`src/rtl/tcw_pkg.sv`:
```
// Shared types and constants of the text console writer.
package tcw_pkg;

  localparam int unsigned ROWS_DEF    = 25;
  localparam int unsigned COLS_DEF    = 80;
  localparam int unsigned QUEUE_DEPTH = 2;

  localparam logic [7:0] BLANK_CHAR   = 8'h20;
  localparam logic [7:0] NEWLINE_CHAR = 8'h0A;
  localparam logic [7:0] RESET_ATTR   = 8'h07;

  localparam logic [1:0] MODE_PUT   = 2'd0;
  localparam logic [1:0] MODE_CLEAR = 2'd1;
  localparam logic [1:0] MODE_READ  = 2'd2;

  typedef enum logic [2:0] {
    CMD_PUT,
    CMD_NEWLINE,
    CMD_CLEAR,
    CMD_READ,
    CMD_NOP
  } cmd_kind_e;

  typedef struct packed {
    logic [1:0] mode;
    logic [7:0] char_code;
    logic [7:0] color_attr;
    logic [4:0] read_line;
    logic [6:0] read_column;
  } req_t;

  typedef struct packed {
    logic [4:0] cursor_line;
    logic [6:0] cursor_column;
    logic       scrolled;
    logic [7:0] cell_char;
    logic [7:0] cell_attr;
  } rsp_t;

  typedef struct packed {
    cmd_kind_e  kind;
    logic [7:0] char_code;
    logic [7:0] color_attr;
    logic [4:0] line;
    logic [6:0] column;
  } cmd_t;

endpackage

```
`src/rtl/tcw_front.sv`:
```
// Request intake and command classification of the text console writer.
module tcw_front #(
  parameter int unsigned ROWS = tcw_pkg::ROWS_DEF,
  parameter int unsigned COLS = tcw_pkg::COLS_DEF
) (
  input  logic          in_valid_i,
  output logic          in_ready_o,
  input  tcw_pkg::req_t in_req_i,
  input  logic          init_busy_i,
  input  logic          queue_full_i,
  output logic          push_o,
  output tcw_pkg::cmd_t cmd_o
);

  logic line_ok;
  logic col_ok;

  assign line_ok = {1'b0, in_req_i.read_line} < 6'(ROWS);
  assign col_ok  = {1'b0, in_req_i.read_column} < 8'(COLS);

  assign in_ready_o = !queue_full_i && !init_busy_i;
  assign push_o     = in_valid_i && in_ready_o;

  always_comb begin
    cmd_o.char_code  = in_req_i.char_code;
    cmd_o.color_attr = in_req_i.color_attr;
    cmd_o.line       = in_req_i.read_line;
    cmd_o.column     = in_req_i.read_column;
    unique case (in_req_i.mode)
      tcw_pkg::MODE_PUT: begin
        cmd_o.kind = (in_req_i.char_code == tcw_pkg::NEWLINE_CHAR) ?
                     tcw_pkg::CMD_NEWLINE : tcw_pkg::CMD_PUT;
      end
      tcw_pkg::MODE_CLEAR: begin
        cmd_o.kind = tcw_pkg::CMD_CLEAR;
      end
      tcw_pkg::MODE_READ: begin
        cmd_o.kind = (line_ok && col_ok) ? tcw_pkg::CMD_READ : tcw_pkg::CMD_NOP;
      end
      default: begin
        cmd_o.kind = tcw_pkg::CMD_NOP;
      end
    endcase
  end

endmodule

```
`config.mk`:
```
export PLATFORM = sky130hd
export DESIGN_NAME = tcw_front
export DESIGN_NICKNAME = d
export VERILOG_FILES = /design/src/rtl/tcw_pkg.sv /design/src/rtl/tcw_front.sv
export SDC_FILE = /design/constraint.sdc
export NUM_CORES = 1
export LEC_CHECK = 0
export BUFFER_PORTS_ARGS = -buffer_cell sky130_fd_sc_hd__buf_2
export CORE_AREA = 2 2 39 41
export DETAILED_ROUTE_END_ITERATION = 8
export DIE_AREA = 0 0 41 43
export GPL_TIMING_DRIVEN = 0
export PLACE_DENSITY = 0.9
export SLEW_MARGIN = 20
export SYNTH_ARGS = -nofsm -noshare
export SYNTH_HDL_FRONTEND = slang
export SYNTH_SLANG_ARGS = --single-unit
```
`constraint.sdc`:
```
create_clock -name vclk -period 1.2
set_input_delay 0.12 -clock vclk [all_inputs]
set_output_delay 0.12 -clock vclk [all_outputs]
set_load 0.02 [all_outputs]
```
* After elaboration in Yosys (flattened, before gate mapping)
Index checks and enable logic that the tools add are counted. Widths: inputs -> output; s select.
Storage, ports and cells: register bits after elaboration 0, output and inout port bits 33
Operators by class: magnitude comparators 2, equality and inequality tests 3, muxes and demuxes 3, reduce and logical (&&, ||, !) cells 6
Operators with widths (count):
- $pmux 3 s3 | 1
- $eq 8x4->1 const B | 1
- $lt 7x7->1 const B | 1
- $lt 5x5->1 const B | 1
- $logic_and 1x1->1 | 3
- $mux 3 | 1
- $eq 2x1->1 const B | 1
- $eq 2x2->1 const B | 1
- $logic_not 1->1 | 2
- $logic_not 2->1 | 1
- $mux 1 | 1

* Depth between registers and ports, before layout
Gate-level depths: netlist of run 1.
depth in word-level cells 4, gate-level depth with buffers 3, mapped depth without buffers 3

* Worst setup path before layout of run 1
No wires, ideal clock.
path kind in2out, from in in_req_i[22] (netlist name), to out cmd_o[28] (netlist name), arrival time 0.983 ns, data required time 1.080 ns, slack 0.097 ns, cell stages on the path 3, path through or4b_4 nor3_2 a22o_1
RTL lines:
- start, declared | RTL line tcw_front.sv:8 | input tcw_pkg::req_t in_req_i,
- end, declared | RTL line tcw_front.sv:12 | output tcw_pkg::cmd_t cmd_o

==> flow_metrics.env, run 1 <==
export IMPL_outcome="finished with violations"
export IMPL_violations="setup timing"
export IMPL_grt_use_total=0.110
export IMPL_leakage_nw=0.396
export IMPL_max_freq_mhz=801
export IMPL_grt_pass1_wl_um=1420
export IMPL_wl_per_cell_um=9.12
export IMPL_synth_area_leader_cell="buf_4"
export IMPL_grt_max_degree=5
export IMPL_synthTopCellsByArea="buf_4 (69%), nor3_2 (6.5%), or4b_4 (4.5%), mux2_2 (3.7%), o311a_1 (3.3%)"
export IMPL_dieArea_mm2=0.00176
export IMPL_irDropWorstVdd_mv=0.173
export IMPL_synth_top_area_frac=0.686
export IMPL_area_growth_syn_to_layout_pct=108
export IMPL_synth_nets=72
export IMPL_min_path_type="in -> out"
export IMPL_power_per_cell_area_mw_per_mm2=441
export IMPL_hold_viol=0
export IMPL_synth_commonest_cells="buf_4 (28), nor3_2 (2)"
export IMPL_slew_headroom=0.836
export IMPL_drv_slew=0
export IMPL_drt_wl_total_um=994
export IMPL_rsz0062_at_grt="true"
export IMPL_seq_cells=0
export IMPL_num_io_pins=66
export IMPL_placedInstanceArea_um2=597
export IMPL_grt_ovfl_total=0
export IMPL_n_clock_buffer=0
export IMPL_timing_final_crit_share=1.04
export IMPL_criticalPathCategory="in -> out"
export IMPL_die_w_um=41
export IMPL_synth_cell_types=11
export IMPL_post_place_ws_ns=-0.0988
export IMPL_required_ns=1.08
export IMPL_nets=128
export IMPL_coreArea_mm2=0.00138
export IMPL_fin_setup_tns_ns=-0.0482
export IMPL_post_cts_setup_buffers=0
export IMPL_regArea_um2=0
export IMPL_viasPerCell=3.89
export IMPL_drive_above_1_share=0.925
export IMPL_finalPower_mw=0.282
export IMPL_drt_iter0_drc=0
export IMPL_seq_area_frac_synth=0
export IMPL_grt_antenna_before_repair=0
export IMPL_synthCells=39
export IMPL_cap_violations=0
export IMPL_path_max_fanout=2
export IMPL_yosysMostFrequentCell="buf_4"
export IMPL_dp_cells=109
export IMPL_postRouteAntennaNets=0
export IMPL_cp_endpoint="cmd_o[28]"
export IMPL_vias=424
export IMPL_rows=14
export IMPL_holdWs_ns=0.456
export IMPL_tightest_slew_ns=0.243
export IMPL_port_buffer_count=54
export IMPL_instances_no_fill=109
export IMPL_min_period_ns=1.25
export IMPL_startpoint_type="primary input"
export IMPL_worst_slack_ns=-0.0482
export IMPL_synthesis_area_um2=307
export IMPL_setup_viol=1
export IMPL_crit_start="in_req_i[22]"
export IMPL_yosysWarnings=0
export IMPL_drc=0
export IMPL_end_kind="output port"
export IMPL_grt_pass1_vias=395
export IMPL_synth_avg_cell_area_um2=7.86
export IMPL_stdcell_area_um2=638
export IMPL_firstDrtPassIters=1
export IMPL_antenna_cells=0
export IMPL_post_route_util=0.461
export IMPL_fp_dieH_um=43
export IMPL_start_util=0.222
export IMPL_gp_congestion=0.726
export IMPL_crit_arrival_ns=1.13
[what timing repair did]
action | CTS | global route
hold buffers | 0 | 0
endpoints found under the setup margin | 2 | 2
pin swaps | 1 | 0
resized for setup | 4 | 5
endpoints found under the hold margin | 0 | 0
[cell type report]
cell class                      count  area [µm²]
Fill cell                         137         746
Timing Repair Buffer               54         308
Buffer                             28         210
Multi-Input combinational cell     11         100
Tap cell                           16        20.0
[cells by family after synthesis]
kind of cell / synth area share
AO/OA/AOI/OAI: 0.0857
buffers and inverters: 0.686
multiplexers: 0.0367
AND/OR/NAND/NOR: 0.192
[how the worst min path moves through the flow]
| stage | from | end | slack (ns) | cells past startpoint |
|---|---|---|---|---|
| floorplan | queue_full_i | in_ready_o | 0.32 | 1 |
| global placement | in_req_i[13] | cmd_o[13] | 0.46 | 2 |
| detailed placement | in_req_i[19] | cmd_o[19] | 0.46 | 2 |
| CTS | in_req_i[19] | cmd_o[19] | 0.46 | 2 |
| global route | in_req_i[19] | cmd_o[19] | 0.46 | 2 |
| finish | in_req_i[19] | cmd_o[19] | 0.46 | 2 |
[cell usage in the layout, fill, tap and decap left out]
cell type and count:
or4b_4 1, nor2b_1 1, a22o_1 1, buf_4 28, buf_6 6, nor2_1 1
o311a_1 1, and2_1 1, buf_2 48, nor4b_1 1, mux2_4 1, o21a_1 1
nor3_2 2
[power by group]
| group | leakage [nW] | internal, mW | switching (mW) |
|---|---|---|---|
| registers | 0 | 0 | 0 |
| clock network | 0 | 0 | 0 |
| logic | 0.396 | 0.147 | 0.135 |
[worst max-delay path, stage by stage]
cell and delay, ns:
buf_6 0.09, or4b_4 0.52, nor3_2 0.12, a22o_1 0.16
buf_6 0.12
[layer usage]
metal  part of all wire  track usage  up-vias
met2               0.53        0.238       47
met3               0.19       0.0157        0
met1               0.27       0.0981      167
met4                  0            0        0
met5                  0            0        -
li1                   -            -      210
Power figures use the tool's default switching activity.
==> run 2, diff against run 1 <==
- REMOVE_ABC_BUFFERS: default -> 1
==> flow_metrics.env, run 2 (same netlist as run 1, synthesis figures left out) <==
export IMPL_outcome="finished with violations"
export IMPL_violations="setup timing"
export IMPL_rows=14
export IMPL_grt_pass1_wl_um=986
export IMPL_gp_congestion=0.631
export IMPL_cap_violations=0
export IMPL_irDropWorstVdd_mv=0.0813
export IMPL_holdWs_ns=0.240
export IMPL_dp_cells=69
export IMPL_grt_ovfl_total=0
export IMPL_die_w_um=41
export IMPL_firstDrtPassIters=1
export IMPL_final_common_cell="buf_2"
export IMPL_drc=0
export IMPL_nets=88
export IMPL_grt_antenna_before_repair=0
export IMPL_min_period_ns=1.29
export IMPL_slew_headroom=0.819
export IMPL_end_kind="output port"
export IMPL_vias=313
export IMPL_num_io_pins=66
export IMPL_path_max_fanout=2
export IMPL_coreArea_mm2=0.00138
export IMPL_criticalPathCategory="in -> out"
export IMPL_start_util=0.222
export IMPL_regArea_um2=0
export IMPL_required_ns=1.08
export IMPL_fp_dieH_um=43
export IMPL_leakage_nw=0.206
export IMPL_drt_wl_total_um=826
export IMPL_postCtsHoldBufs=0
export IMPL_drt_iter0_drc=0
export IMPL_grt_use_total=0.0830
export IMPL_drive_above_1_share=0.868
export IMPL_antenna_cells=0
export IMPL_worst_slack_ns=-0.0854
export IMPL_final_cell_mix="buf_2 (39), buf_6 (2)"
export IMPL_hpwl_um=746
export IMPL_startpoint_type="primary input"
export IMPL_instances_no_fill=69
export IMPL_drv_slew=0
export IMPL_port_buffer_count=42
export IMPL_viasPerCell=4.54
export IMPL_dieArea_mm2=0.00176
export IMPL_min_path_type="in -> out"
export IMPL_hold_viol=0
export IMPL_seq_cells=0
export IMPL_max_freq_mhz=778
export IMPL_tightest_slew_ns=0.268
export IMPL_area_growth_syn_to_layout_pct=13.5
export IMPL_post_cts_setup_buffers=0
export IMPL_postRouteAntennaNets=0
export IMPL_n_clock_buffer=0
export IMPL_setup_viol=2
export IMPL_timing_final_crit_share=1.07
export IMPL_grt_pass1_vias=248
export IMPL_power_per_cell_area_mw_per_mm2=447
export IMPL_wl_per_cell_um=12.0
export IMPL_grt_max_degree=5
export IMPL_crit_arrival_ns=1.17
export IMPL_rsz0062_at_grt="true"
[run 2: cell types whose count changed in the layout (fill, tap and decap cells not counted), sizes merged]
cell,delta
buf,-40
[run 2: worst paths after layout]
| check | from | end | slack [ns] | cells after the start |
|---|---|---|---|---|
| worst max-delay path | in_req_i[22] | cmd_o[28] | -0.09 | 5 |
| worst min-delay path | in_req_i[0] | cmd_o[0] | 0.24 | 0 |
[run 2: final cells by class]
class | instances | area [µm²]
Multi-Input combinational cell | 11 | 103
Timing Repair Buffer | 42 | 225
Fill cell | 150 | 1040
Tap cell | 16 | 20.0
[run 2: timing repair]
action / 4_1_cts / 5_1_grt
gates resized for setup: 5 / 0
endpoints found under the setup margin: 2 / 2
pin swaps: 2 / 1
[run 2: report_power, final]
group	internal [mW]	total (mW)	switching, mW
Clock	0	0	0
Combinational	0.0677	0.155	0.0877
Sequential	0	0	0
[run 2: worst max-delay path: stages]
cell and delay (ns):
buf_6 0.09, or4b_4 0.54, nor3_4 0.14, a22o_1 0.16, buf_6 0.12
[run 2: metrics by stage]
step	power [mW]	utilization	TNS [ns]	setup WS, ns	area (µm²)
6_report	0.155	0.251	-0.123	-0.0854	348
5_1_grt	0.169	0.251	-0.267	-0.163	348
4_1_cts	0.158	0.251	-0.101	-0.101	348
3_5_place_dp	0.150	0.236	-0.205	-0.151	327
3_3_place_gp	0.147	0.236	-0.161	-0.129	327
2_1_floorplan	0.0322	-	0	0.0970	96.3
[run 2: layer usage]
layer  vias to the layer above  global-route usage  wire [µm]
li1                        132                   -          -
met1                       128              0.0444        200
met2                        53               0.153        376
met3                         0               0.105        248
met4                         0                   0          0
met5                         -                   0          0
