===== config.mk =====
export PLATFORM = sky130hd
export DESIGN_NAME = tcw_queue
export DESIGN_NICKNAME = d
export VERILOG_FILES = /design/src/rtl/tcw_pkg.sv /design/src/rtl/tcw_queue.sv
export SDC_FILE = /design/constraint.sdc
export NUM_CORES = 1
export LEC_CHECK = 0
export BUFFER_PORTS_ARGS = -buffer_cell sky130_fd_sc_hd__buf_4
export CAP_MARGIN = 0
export CORE_ASPECT_RATIO = 0.75
export CORE_MARGIN = 10
export CORE_UTILIZATION = 52
export CTS_CLUSTER_SIZE = 28
export DETAILED_ROUTE_END_ITERATION = 12
export PLACE_DENSITY_LB_ADDON = 0.25
export SYNTH_ARGS = -nofsm -noshare
export SYNTH_HDL_FRONTEND = slang
export SYNTH_SLANG_ARGS = --single-unit

===== constraint.sdc =====
create_clock -name clk_i -period 2.4 [get_ports clk_i]
set_input_delay 0.12 -clock clk_i [delete_from_list [all_inputs] [get_ports clk_i]]
set_output_delay 0.12 -clock clk_i [all_outputs]
set_load 0.01 [all_outputs]

===== src/rtl/tcw_pkg.sv =====
// Shared types and constants of the text console writer.
package tcw_pkg;

  localparam int unsigned ROWS_DEF    = 25;
  localparam int unsigned COLS_DEF    = 80;
  localparam int unsigned QUEUE_DEPTH = 2;

  localparam logic [7:0] BLANK_CHAR   = 8'h20;
  localparam logic [7:0] NEWLINE_CHAR = 8'h0A;
  localparam logic [7:0] RESET_ATTR   = 8'h07;

  localparam logic [1:0] MODE_PUT   = 2'd0;
  localparam logic [1:0] MODE_CLEAR = 2'd1;
  localparam logic [1:0] MODE_READ  = 2'd2;

  typedef enum logic [2:0] {
    CMD_PUT,
    CMD_NEWLINE,
    CMD_CLEAR,
    CMD_READ,
    CMD_NOP
  } cmd_kind_e;

  typedef struct packed {
    logic [1:0] mode;
    logic [7:0] char_code;
    logic [7:0] color_attr;
    logic [4:0] read_line;
    logic [6:0] read_column;
  } req_t;

  typedef struct packed {
    logic [4:0] cursor_line;
    logic [6:0] cursor_column;
    logic       scrolled;
    logic [7:0] cell_char;
    logic [7:0] cell_attr;
  } rsp_t;

  typedef struct packed {
    cmd_kind_e  kind;
    logic [7:0] char_code;
    logic [7:0] color_attr;
    logic [4:0] line;
    logic [6:0] column;
  } cmd_t;

endpackage


===== src/rtl/tcw_queue.sv =====
// Short command queue between front and back of the text console writer.
module tcw_queue (
  input  logic          clk_i,
  input  logic          rst_ni,
  input  logic          push_i,
  input  tcw_pkg::cmd_t cmd_i,
  output logic          full_o,
  input  logic          pop_i,
  output tcw_pkg::cmd_t cmd_o,
  output logic          valid_o
);

  localparam int unsigned Depth = tcw_pkg::QUEUE_DEPTH;
  localparam int unsigned PtrW  = (Depth > 1) ? $clog2(Depth) : 1;
  localparam int unsigned CntW  = $clog2(Depth + 1);

  tcw_pkg::cmd_t  slot_q [Depth];
  logic [PtrW-1:0] wr_ptr_q, wr_ptr_d;
  logic [PtrW-1:0] rd_ptr_q, rd_ptr_d;
  logic [CntW-1:0] count_q, count_d;

  assign full_o  = count_q == CntW'(Depth);
  assign valid_o = count_q != '0;
  assign cmd_o   = slot_q[rd_ptr_q];

  always_comb begin
    wr_ptr_d = wr_ptr_q;
    rd_ptr_d = rd_ptr_q;
    count_d  = count_q;
    if (push_i) begin
      wr_ptr_d = (wr_ptr_q == PtrW'(Depth - 1)) ? '0 : wr_ptr_q + PtrW'(1);
    end
    if (pop_i) begin
      rd_ptr_d = (rd_ptr_q == PtrW'(Depth - 1)) ? '0 : rd_ptr_q + PtrW'(1);
    end
    if (push_i && !pop_i) begin
      count_d = count_q + CntW'(1);
    end else if (pop_i && !push_i) begin
      count_d = count_q - CntW'(1);
    end
  end

  always_ff @(posedge clk_i or negedge rst_ni) begin
    if (!rst_ni) begin
      wr_ptr_q <= '0;
      rd_ptr_q <= '0;
      count_q  <= '0;
    end else begin
      wr_ptr_q <= wr_ptr_d;
      rd_ptr_q <= rd_ptr_d;
      count_q  <= count_d;
    end
  end

  always_ff @(posedge clk_i) begin
    if (push_i) begin
      slot_q[wr_ptr_q] <= cmd_i;
    end
  end

endmodule


======== Word level (Yosys, flattened, before mapping) ========
Memories as Yosys holds them, arrays and structs flattened.
Index checks and enable logic that the tools add are counted.
storage, ports and cells
  flip-flop bits (word level) ............. 4
  memory bits (writable) .................. 62
  bits of input ports ..................... 35
  word-level logic and storage cells ...... 21
  memories kept ........................... 1
operators by class
  $add $sub $neg .......................... 4
  equal/unequal tests ..................... 1
  mux-type cells .......................... 6
  reduce and logical (&&, ||, !) cells .... 6
memory list
  memory  depth  bits a word  read ports  clocked after memory_dff  write ports  RTL line         source
  slot_q  2      31           1           0                         1            tcw_queue.sv:17  tcw_pkg::cmd_t slot_q [Depth];
operator list
  kind                                              number
  two-way mux 1 bit                                 4
  two-way mux 2 bit                                 2
  nonzero test 2 bit                                2
  adder 1 bit, second input constant                2
  adder 2 x 1 -> 2 bit, second input constant       1
  equality test 2 bit, second input constant        1
  logical AND 1 bit                                 2
  logical NOT 1 bit                                 2
  subtractor 2 x 1 -> 2 bit, second input constant  1

======== Depth between registers and ports, before layout ========
Gate-level depths: netlist of the first run.
  depth after elaboration ................. 4
  mapped depth ............................ 5
  mapped depth without buffers ............ 5

======== Least setup slack after synthesis of the first run ========
Ideal clock, no wire load.
  kind .................................... flip-flop to flip-flop
  from .................................... reg wr_ptr_q
  to ...................................... mem slot_q[0][0] (netlist name) (enable)
  data arrival time ....................... 1.798 ns
  data required time ...................... 1.977 ns
  setup slack ............................. 0.179 ns
  cell stages (with the launch flop) ...... 2
  path buffers ............................ 0
  period minus slack after synthesis ...... 2.221 ns
  path through ............................ dfrtp_1 > nor2b_1
RTL lines
  what                    RTL line         source
  start, declared         tcw_queue.sv:18  logic [PtrW-1:0] wr_ptr_q, wr_ptr_d;
  start signal, assigned  tcw_queue.sv:49  wr_ptr_q <= wr_ptr_d;
  end, declared           tcw_queue.sv:17
No word-level cell before the write port.

==> flow_metrics.env, run 1 <==
export IMPL_relSlewSlack_pct=54.9
export IMPL_cp_max_fo=22
export IMPL_chipHeight_um=81
export IMPL_rsz0062_at_grt="no"
export IMPL_yosys_top_cells_area="edfxtp_1 (72%), mux2_4 (17%), dfrtp_1 (3.9%)"
export IMPL_cts_hold_buf=34
export IMPL_tns_ps=0
export IMPL_yosys_cell_types_count=14
export IMPL_path_common_cell="buf_4"
export IMPL_first_global_vias=1566
export IMPL_wl_per_cell_um=17.4
export IMPL_numPortBuffers=67
export IMPL_gp_congestion=0.746
export IMPL_rows=22
export IMPL_netlist_area_um2=2580
export IMPL_final_antenna_net_count=0
export IMPL_drcViolationCount=0
export IMPL_holdWs_ps=114
export IMPL_irDropWorstVdd_v=0.000664
export IMPL_rr_worst_depth=2
export IMPL_period_needed_ps=2110
export IMPL_finalNetCount=260
export IMPL_endpoint_kind="output port"
export IMPL_cts_buffer_depth=2
export IMPL_root_buffer="clkbuf_8"
export IMPL_area_growth_pct=43.1
export IMPL_h_tree_depth=3
export IMPL_finalPower_mw=4.07
export IMPL_status="finished, final reports clean"
export IMPL_fin_area_um2=3690
export IMPL_path_class="reg2out"
export IMPL_worst_r2r_endpoint="slot_q[1][24]"
export IMPL_synth_most_common_cell="edfxtp_1"
export IMPL_grt_ovfl_total=0
export IMPL_avgSynthCellArea_um2=22.8
export IMPL_antenna_found_initial=0
export IMPL_dieArea_um2=8210
export IMPL_start_util_pct=53.3
export IMPL_yosys_area_top_type="edfxtp_1"
export IMPL_slowest_delay_ps=810
export IMPL_cts_setup_buffers=0
export IMPL_synth_top_cell_area_share_pct=72.2
export IMPL_powerDensity_nw_per_um2=1100
export IMPL_grt_max_degree=32
export IMPL_clk_pin_slew_ps=70
export IMPL_cts_tree="yes"
export IMPL_grt_first_pass_wirelength_um=7910
export IMPL_ioPinCount=68
export IMPL_p_leak_nw=1.52
export IMPL_ys_flop_type="edfxtp_1"
export IMPL_cts_resized=0
export IMPL_final_core_util_pct=76.2
export IMPL_synth_cells=113
export IMPL_clk_latency_ps=340
export IMPL_finalCritPeriodShare_pct=87.7
export IMPL_cp_arrival_ps=1990
export IMPL_die_w_um=101
export IMPL_seq_area_frac_synth_pct=76.0
export IMPL_synthTopCellsByCount="edfxtp_1 (62), mux2_4 (29), dfrtp_1 (4), xor2_1 (4), buf_12 (3)"
export IMPL_layout_drive_gt1_share_pct=52.0
export IMPL_drt_wl_total_um=5020
export IMPL_placed_cell_area_um2=3120
export IMPL_worst_pin_slew_ps=677
export IMPL_r2r_start="wr_ptr_q"
export IMPL_hold_viol=0
export IMPL_yosys_warnings=0
export IMPL_worstPathRequired_ps=2280
export IMPL_grt_use_total_pct=13.0
export IMPL_hold_class="in2async"
export IMPL_first_pass_iters=6
export IMPL_routed_via_density=4.69
export IMPL_dr_total_vias=1354
export IMPL_ys_ff_latch=66
export IMPL_async_reset_ff_share_pct=6.06
export IMPL_crit_chain="buf_4, mux2_4, buf_4"
export IMPL_fmax_mhz=475
export IMPL_clock_sinks=66
export IMPL_crit_path_start_kind="register"
export IMPL_skew_ps=7.26
export IMPL_reg2reg_slack_ps=1080
export IMPL_cap_violations=0
export IMPL_antenna_cells=0
export IMPL_syn_num_nets=149
export IMPL_cts_buffers=9
export IMPL_synth_edf_count=62
export IMPL_core_area_um2=4840
export IMPL_cpMaxStageDelayCell="dfrtp_2"
export IMPL_drt_first_iter_violations=49
export IMPL_slew_violations=0
export IMPL_setup_violations=0
logic make-up (layout without fill, tap and decap cells):
| logic type | after synthesis | count (layout) | synth area share, % |
|---|---|---|---|
| fa+ha+maj | 1 | 1 | 0.485 |
| flops | 66 | 66 | 76.0 |
| mux | 31 | 31 | 17.7 |
| simple gates | 5 | 5 | 1.12 |
| buf+inv | 5 | 121 | 2.91 |
| xor+xnor | 5 | 5 | 1.70 |
cell usage in the layout, fill, tap and decap left out:
cell type,n
mux2_4,29
ha_1,1
clkbuf_8,9
dfrtp_2,1
mux2_2,2
dfrtp_1,3
dlygate4sd3_1,34
nor2b_4,1
nor2_1,1
bufinv_16,3
and2_1,1
edfxtp_1,62
nor2b_1,1
or2_2,1
xnor2_1,1
clkinv_2,3
inv_1,1
clkbuf_1,1
xor2_1,4
buf_4,70
cell type report:
cell class / count / area, um2
sequential: 66 / 1960
fill: 253 / 1150
timing repair buffer: 104 / 866
multi-input combinational: 42 / 551
clock buffer: 10 / 128
clock inverter: 6 / 105
tap: 60 / 75.1
inverter: 1 / 3.75
sequential cells by signal (all words and copies together) (netlist names):
register and cells:
slot_q 62, rd_ptr_q 1, wr_ptr_q 1, count_q 2
per-layer routing:
layer	track usage (%)	part of all wire (%)	up-vias
li1	-	-	655
met1	12.9	38	644
met2	21.5	51	48
met3	9.41	10	7
met4	3.75	1.1	0
met5	0	0	-
metrics by stage:
step / std cells / worst slack, ps
2_1_floorplan: 113 / 179
3_3_place_gp: 239 / 687
3_5_place_dp: 239 / 654
4_1_cts: 289 / 270
5_1_grt: 289 / 205
6_report: 289 / 295
how the worst max path moves through the flow:
stage | startpoint | endpoint | slack (ps) | cells after the start
final | rd_ptr_q | cmd_o[23] | 290 | 3
after detailed placement | rd_ptr_q | cmd_o[23] | 650 | 3
after global routing | rd_ptr_q | cmd_o[23] | 200 | 3
after CTS | rd_ptr_q | cmd_o[23] | 270 | 3
after global placement | rd_ptr_q | cmd_o[30] | 690 | 3
after floorplan | wr_ptr_q | slot_q[0][0] | 180 | 1
where the power goes:
| part | internal (mW) | leakage [nW] | total (mW) | switching [mW] |
|---|---|---|---|---|
| clock network | 0.684 | 0.120 | 1.07 | 0.388 |
| logic | 0.775 | 0.775 | 1.28 | 0.504 |
| registers | 1.54 | 0.628 | 1.71 | 0.178 |
| total | 3.00 | 1.52 | 4.07 | 1.07 |
worst max-delay path: cells and delay by family (launching register included):
family	cells	cell delay (ps)
muxes	1	330
DFF	1	810
buffers and inverters	2	510
No activity file was read; power rests on OpenSTA's default activity.
==> inputs of run 2 (changes only) <==
==> constraint.sdc (replaced) <==
create_clock -name clk_i -period 2.15 [get_ports clk_i]
set_input_delay 0.1075 -clock clk_i [delete_from_list [all_inputs] [get_ports clk_i]]
set_output_delay 0.1075 -clock clk_i [all_outputs]
set_load 0.01 [all_outputs]
==> flow_metrics.env, run 2 (synthesized netlist as in run 1, its figures left out) <==
export IMPL_largest_register_ffs=62
export IMPL_crit_path_start_kind="register"
export IMPL_grt_first_pass_wirelength_um=7850
export IMPL_grt_use_met1_pct=13.7
export IMPL_root_buffer="clkbuf_8"
export IMPL_finalPower_mw=4.16
export IMPL_layout_common_cells="buf_4 (69), edfxtp_1 (62), dlygate4sd3_1 (34), mux2_4 (29), clkbuf_8 (9)"
export IMPL_largest_register="slot_q"
export IMPL_grt_use_total_pct=12.6
export IMPL_slew_violations=0
export IMPL_wl_per_cell_um=16.9
export IMPL_rr_worst_depth=2
export IMPL_first_pass_iters=4
export IMPL_intPower_mw=3.00
export IMPL_path_class="reg2out"
export IMPL_start_util_pct=53.3
export IMPL_core_area_um2=4840
export IMPL_clk_pin_slew_ps=60
export IMPL_setup_violations=0
export IMPL_hold_viol=0
export IMPL_chipHeight_um=81
export IMPL_drcViolationCount=0
export IMPL_antenna_cells=0
export IMPL_gr_usage_met3_pct=6.28
export IMPL_antenna_found_initial=0
export IMPL_finalCritPeriodShare_pct=86.3
export IMPL_dr_total_vias=1355
export IMPL_tns_ps=0
export IMPL_cts_tree="yes"
export IMPL_drt_wl_total_um=4880
export IMPL_skew_ps=3.85
export IMPL_switching_power_mw=1.15
export IMPL_final_cells=289
export IMPL_h_tree_depth=3
export IMPL_place_inst=239
export IMPL_pwr_share_comb_pct=35.3
export IMPL_irDropWorstVdd_v=0.000646
export IMPL_gp_congestion=0.704
export IMPL_final_antenna_net_count=0
export IMPL_grt_ovfl_total=0
export IMPL_cap_violations=0
export IMPL_layout_drive_gt1_share_pct=50.2
export IMPL_cts_buffer_depth=2
export IMPL_fmax_mhz=539
export IMPL_hold_class="in2async"
export IMPL_drt_first_iter_violations=51
export IMPL_clock_sinks=66
export IMPL_p_clk_share_pct=19.2
export IMPL_p_leak_nw=1.49
export IMPL_clk_latency_ps=320
export IMPL_seq_area_um2=1960
export IMPL_r2r_start="wr_ptr_q"
export IMPL_grt_max_degree=32
export IMPL_area_growth_pct=40.4
export IMPL_cts_buffers=9
export IMPL_finalNetCount=260
export IMPL_layout_commonest_cell="buf_4"
export IMPL_cts_resized=0
export IMPL_seqPwrFrac_pct=45.5
export IMPL_worstPathRequired_ps=2040
export IMPL_largestRegisters="slot_q x62, count_q x2"
export IMPL_cp_arrival_ps=1750
export IMPL_routed_via_density=4.69
export IMPL_reg2reg_slack_ps=850
export IMPL_rows=22
export IMPL_period_needed_ps=1850
export IMPL_hpwlAfterDp_um=3320
export IMPL_ioPinCount=68
export IMPL_netSwitchingFraction_pct=27.8
export IMPL_endpoint_kind="output port"
export IMPL_busiest_layer="met2"
export IMPL_dieArea_um2=8210
export IMPL_holdWs_ps=111
export IMPL_numPortBuffers=67
export IMPL_cp_max_fo=17
export IMPL_first_global_vias=1547
export IMPL_relSlewSlack_pct=64.7
export IMPL_met2_usage_pct=21.2
export IMPL_multiInputGateArea_um2=551
export IMPL_worst_r2r_endpoint="slot_q[1][22]"
export IMPL_die_w_um=101
export IMPL_worst_pin_slew_ps=530
export IMPL_rsz0062_at_grt="no"
export IMPL_status="finished, final reports clean"
export IMPL_n_fill_cell=276
export IMPL_powerDensity_nw_per_um2=1150
run 2: final cells by class:
class | count | share of cell area, %
flip-flops and latches | 66 | 54.2
repair buffers | 104 | 24.2
inverters | 1 | 0.104
well taps | 60 | 2.07
clock buffers | 11 | 3.63
multi-input cells | 42 | 15.2
clock inverters | 5 | 0.587
run 2: per-stage QoR:
stage               utilization [%]  cell area (um2)  setup slack (ps)
global route                   74.8             3620               202
finish                         74.8             3620               295
floorplan                         -             2580               514
detailed placement             64.6             3130               620
global placement               64.6             3130               647
CTS                            74.8             3620               245
run 2: worst max-delay path by stage:
stage | startpoint | endpoint | slack (ps) | cells after the start
after floorplan | wr_ptr_q | slot_q[0][0] | 510 | 1
after global placement | rd_ptr_q | cmd_o[30] | 650 | 3
after detailed placement | rd_ptr_q | cmd_o[25] | 620 | 3
after CTS | rd_ptr_q | cmd_o[25] | 250 | 3
after global routing | rd_ptr_q | cmd_o[17] | 200 | 3
final | rd_ptr_q | cmd_o[17] | 300 | 3
run 2: power groups by stage:
stage / sequential (mW) / combinational [mW] / clock [mW]
2_1_floorplan: 1.81 / 1.03 / 0
3_3_place_gp: 1.90 / 1.43 / 0
3_5_place_dp: 1.92 / 1.45 / 0
4_1_cts: 1.90 / 1.51 / 0.833
5_1_grt: 1.93 / 1.58 / 0.880
6_report: 1.89 / 1.47 / 0.799
run 2: layer usage:
metal / vias to the layer above / share of wire (%) / wire length (um)
li1: 655 / - / -
met1: 645 / 39 / 1900
met2: 46 / 51 / 2510
met3: 9 / 8.6 / 421
met4: 0 / 1.2 / 57
met5: - / 0 / 0
run 2: worst max-delay path, cell delays in order, from the launching register on:
cell	delay [ps]
dfrtp_2	710
buf_12	240
mux2_4	310
buf_4	150
run 2: repair_timing:
action	in CTS	in global routing
hold buffers	34	0
buffers inserted	0	0
endpoints found under the hold margin	68	0
==> inputs of run 3 (changes only) <==
--- a/config.mk
+++ b/config.mk
@@ -9,7 +9,7 @@
 export CAP_MARGIN = 0
 export CORE_ASPECT_RATIO = 0.75
 export CORE_MARGIN = 10
-export CORE_UTILIZATION = 52
+export CORE_UTILIZATION = 47
 export CTS_CLUSTER_SIZE = 28
 export DETAILED_ROUTE_END_ITERATION = 12
 export PLACE_DENSITY_LB_ADDON = 0.25
==> constraint.sdc (replaced) <==
create_clock -name clk_i -period 1.59 [get_ports clk_i]
set_input_delay 0.0795 -clock clk_i [delete_from_list [all_inputs] [get_ports clk_i]]
set_output_delay 0.0795 -clock clk_i [all_outputs]
set_load 0.01 [all_outputs]
==> flow_metrics.env, run 3 (synthesized netlist as in run 1, its figures left out) <==
export IMPL_h_tree_depth=3
export IMPL_irDropWorstVdd_v=0.000862
export IMPL_cts_tree="yes"
export IMPL_grt_use_total_pct=12.0
export IMPL_final_cells=307
export IMPL_placed_cell_area_um2=3170
export IMPL_slowest_delay_ps=410
export IMPL_finalNetCount=263
export IMPL_drt_first_iter_violations=50
export IMPL_period_needed_ps=1520
export IMPL_netSwitchingFraction_pct=26.9
export IMPL_largest_register="slot_q"
export IMPL_routed_via_density=4.50
export IMPL_holdWs_ps=70.6
export IMPL_powerDensity_nw_per_um2=1620
export IMPL_numPortBuffers=67
export IMPL_path_class="reg2out"
export IMPL_crit_chain="buf_8, mux2_4, buf_4"
export IMPL_tns_ps=0
export IMPL_worst_pin_slew_ps=239
export IMPL_wl_per_cell_um=16.6
export IMPL_seqPwrFrac_pct=40.7
export IMPL_grt_first_pass_wirelength_um=8180
export IMPL_cp_arrival_ps=1440
export IMPL_pwr_share_comb_pct=35.7
export IMPL_seq_area_um2=1960
export IMPL_core_area_um2=5320
export IMPL_skew_ps=5.28
export IMPL_clk_latency_ps=340
export IMPL_layout_common_cells="buf_4 (71), edfxtp_1 (62), dlygate4sd3_1 (34), mux2_4 (29), clkbuf_8 (12)"
export IMPL_setup_violations=0
export IMPL_first_global_vias=1602
export IMPL_clock_sinks=66
export IMPL_cp_max_fo=16
export IMPL_endpoint_kind="output port"
export IMPL_fin_area_um2=3730
export IMPL_multiInputGateArea_um2=551
export IMPL_chipHeight_um=84.2
export IMPL_rows=23
export IMPL_cts_buffers=9
export IMPL_grt_ovfl_total=0
export IMPL_cap_violations=0
export IMPL_gp_congestion=0.627
export IMPL_finalWorstSetupSlack_ps=67.9
export IMPL_start_util_pct=48.5
export IMPL_p_clk_share_pct=23.6
export IMPL_relSlewSlack_pct=84.0
export IMPL_switching_power_mw=1.62
export IMPL_layout_commonest_cell="buf_4"
export IMPL_hold_viol=0
export IMPL_hpwlAfterDp_um=3490
export IMPL_place_inst=257
export IMPL_largestRegisters="slot_q x62, count_q x2"
export IMPL_status="finished, final reports clean"
export IMPL_cts_buffer_depth=2
export IMPL_rsz0062_at_grt="yes"
export IMPL_worstPathRequired_ps=1510
export IMPL_grt_max_degree=18
export IMPL_finalCritPeriodShare_pct=95.7
export IMPL_layout_drive_gt1_share_pct=52.2
export IMPL_finalPower_mw=6.04
export IMPL_preCtsSetupSlack_ps=329
export IMPL_dr_total_vias=1380
export IMPL_final_antenna_net_count=0
export IMPL_ioPinCount=68
export IMPL_n_fill_cell=354
export IMPL_p_leak_nw=1.53
export IMPL_antenna_cells=0
export IMPL_cpLargestDelayFamily="flip-flops"
export IMPL_dieArea_um2=8880
export IMPL_area_growth_pct=44.5
export IMPL_drt_wl_total_um=5110
export IMPL_first_pass_iters=4
export IMPL_largest_register_ffs=62
export IMPL_fmax_mhz=657
export IMPL_final_core_util_pct=70.0
export IMPL_cpMaxStageDelayCell="dfrtp_2"
export IMPL_crit_path_start_kind="register"
export IMPL_clk_pin_slew_ps=60
export IMPL_intPower_mw=4.42
export IMPL_antenna_found_initial=0
export IMPL_die_w_um=106
export IMPL_root_buffer="clkbuf_8"
export IMPL_slew_violations=0
export IMPL_worst_path_buf_inv=2
export IMPL_hold_class="in2async"
export IMPL_drcViolationCount=0
## run 3: worst paths after layout
check	start	endpoint	slack (ps)	cells after the start
hold / removal	rst_ni	rd_ptr_q	70	2
hold reg to reg	count_q[1]	count_q[1]	490	1
setup reg to reg	wr_ptr_q	slot_q[1][13]	420	2
max in group asynchronous	rst_ni	rd_ptr_q	1410	2
setup / recovery	rd_ptr_q	cmd_o[4]	70	3
min in group clk_i	pop_i	rd_ptr_q	460	3
## run 3: routing by layer
| metal | GRT usage (%) | routed length, um |
|---|---|---|
| met1 | 12.0 | 2010 |
| met2 | 20.5 | 2620 |
| met3 | 6.49 | 413 |
| met4 | 5.15 | 59 |
| met5 | 0 | 0 |
## run 3: power by group through the flow
stage	Sequential, mW	Clock [mW]	Combinational (mW)
after floorplan	2.44	0	1.40
after global placement	2.46	0	2.08
after detailed placement	2.49	0	2.12
after CTS	2.46	1.47	2.20
after global routing	2.49	1.56	2.31
final	2.46	1.43	2.16
## run 3: final cells by class
class | instances | share of cell area, %
clock buffer | 14 | 4.63
clock inverter | 2 | 0.940
inverter | 1 | 0.101
multi-input combinational | 42 | 14.8
sequential | 66 | 52.7
tap | 75 | 2.52
timing repair buffer | 107 | 24.4
## run 3: repair_timing
| action | 4_1_cts | 5_1_grt |
|---|---|---|
| hold buffers | 34 | 0 |
| endpoints found under the setup margin | 15 | 15 |
| setup buffers | 0 | 0 |
| endpoints found under the hold margin | 68 | 0 |
| gates resized for setup | 1 | 1 |
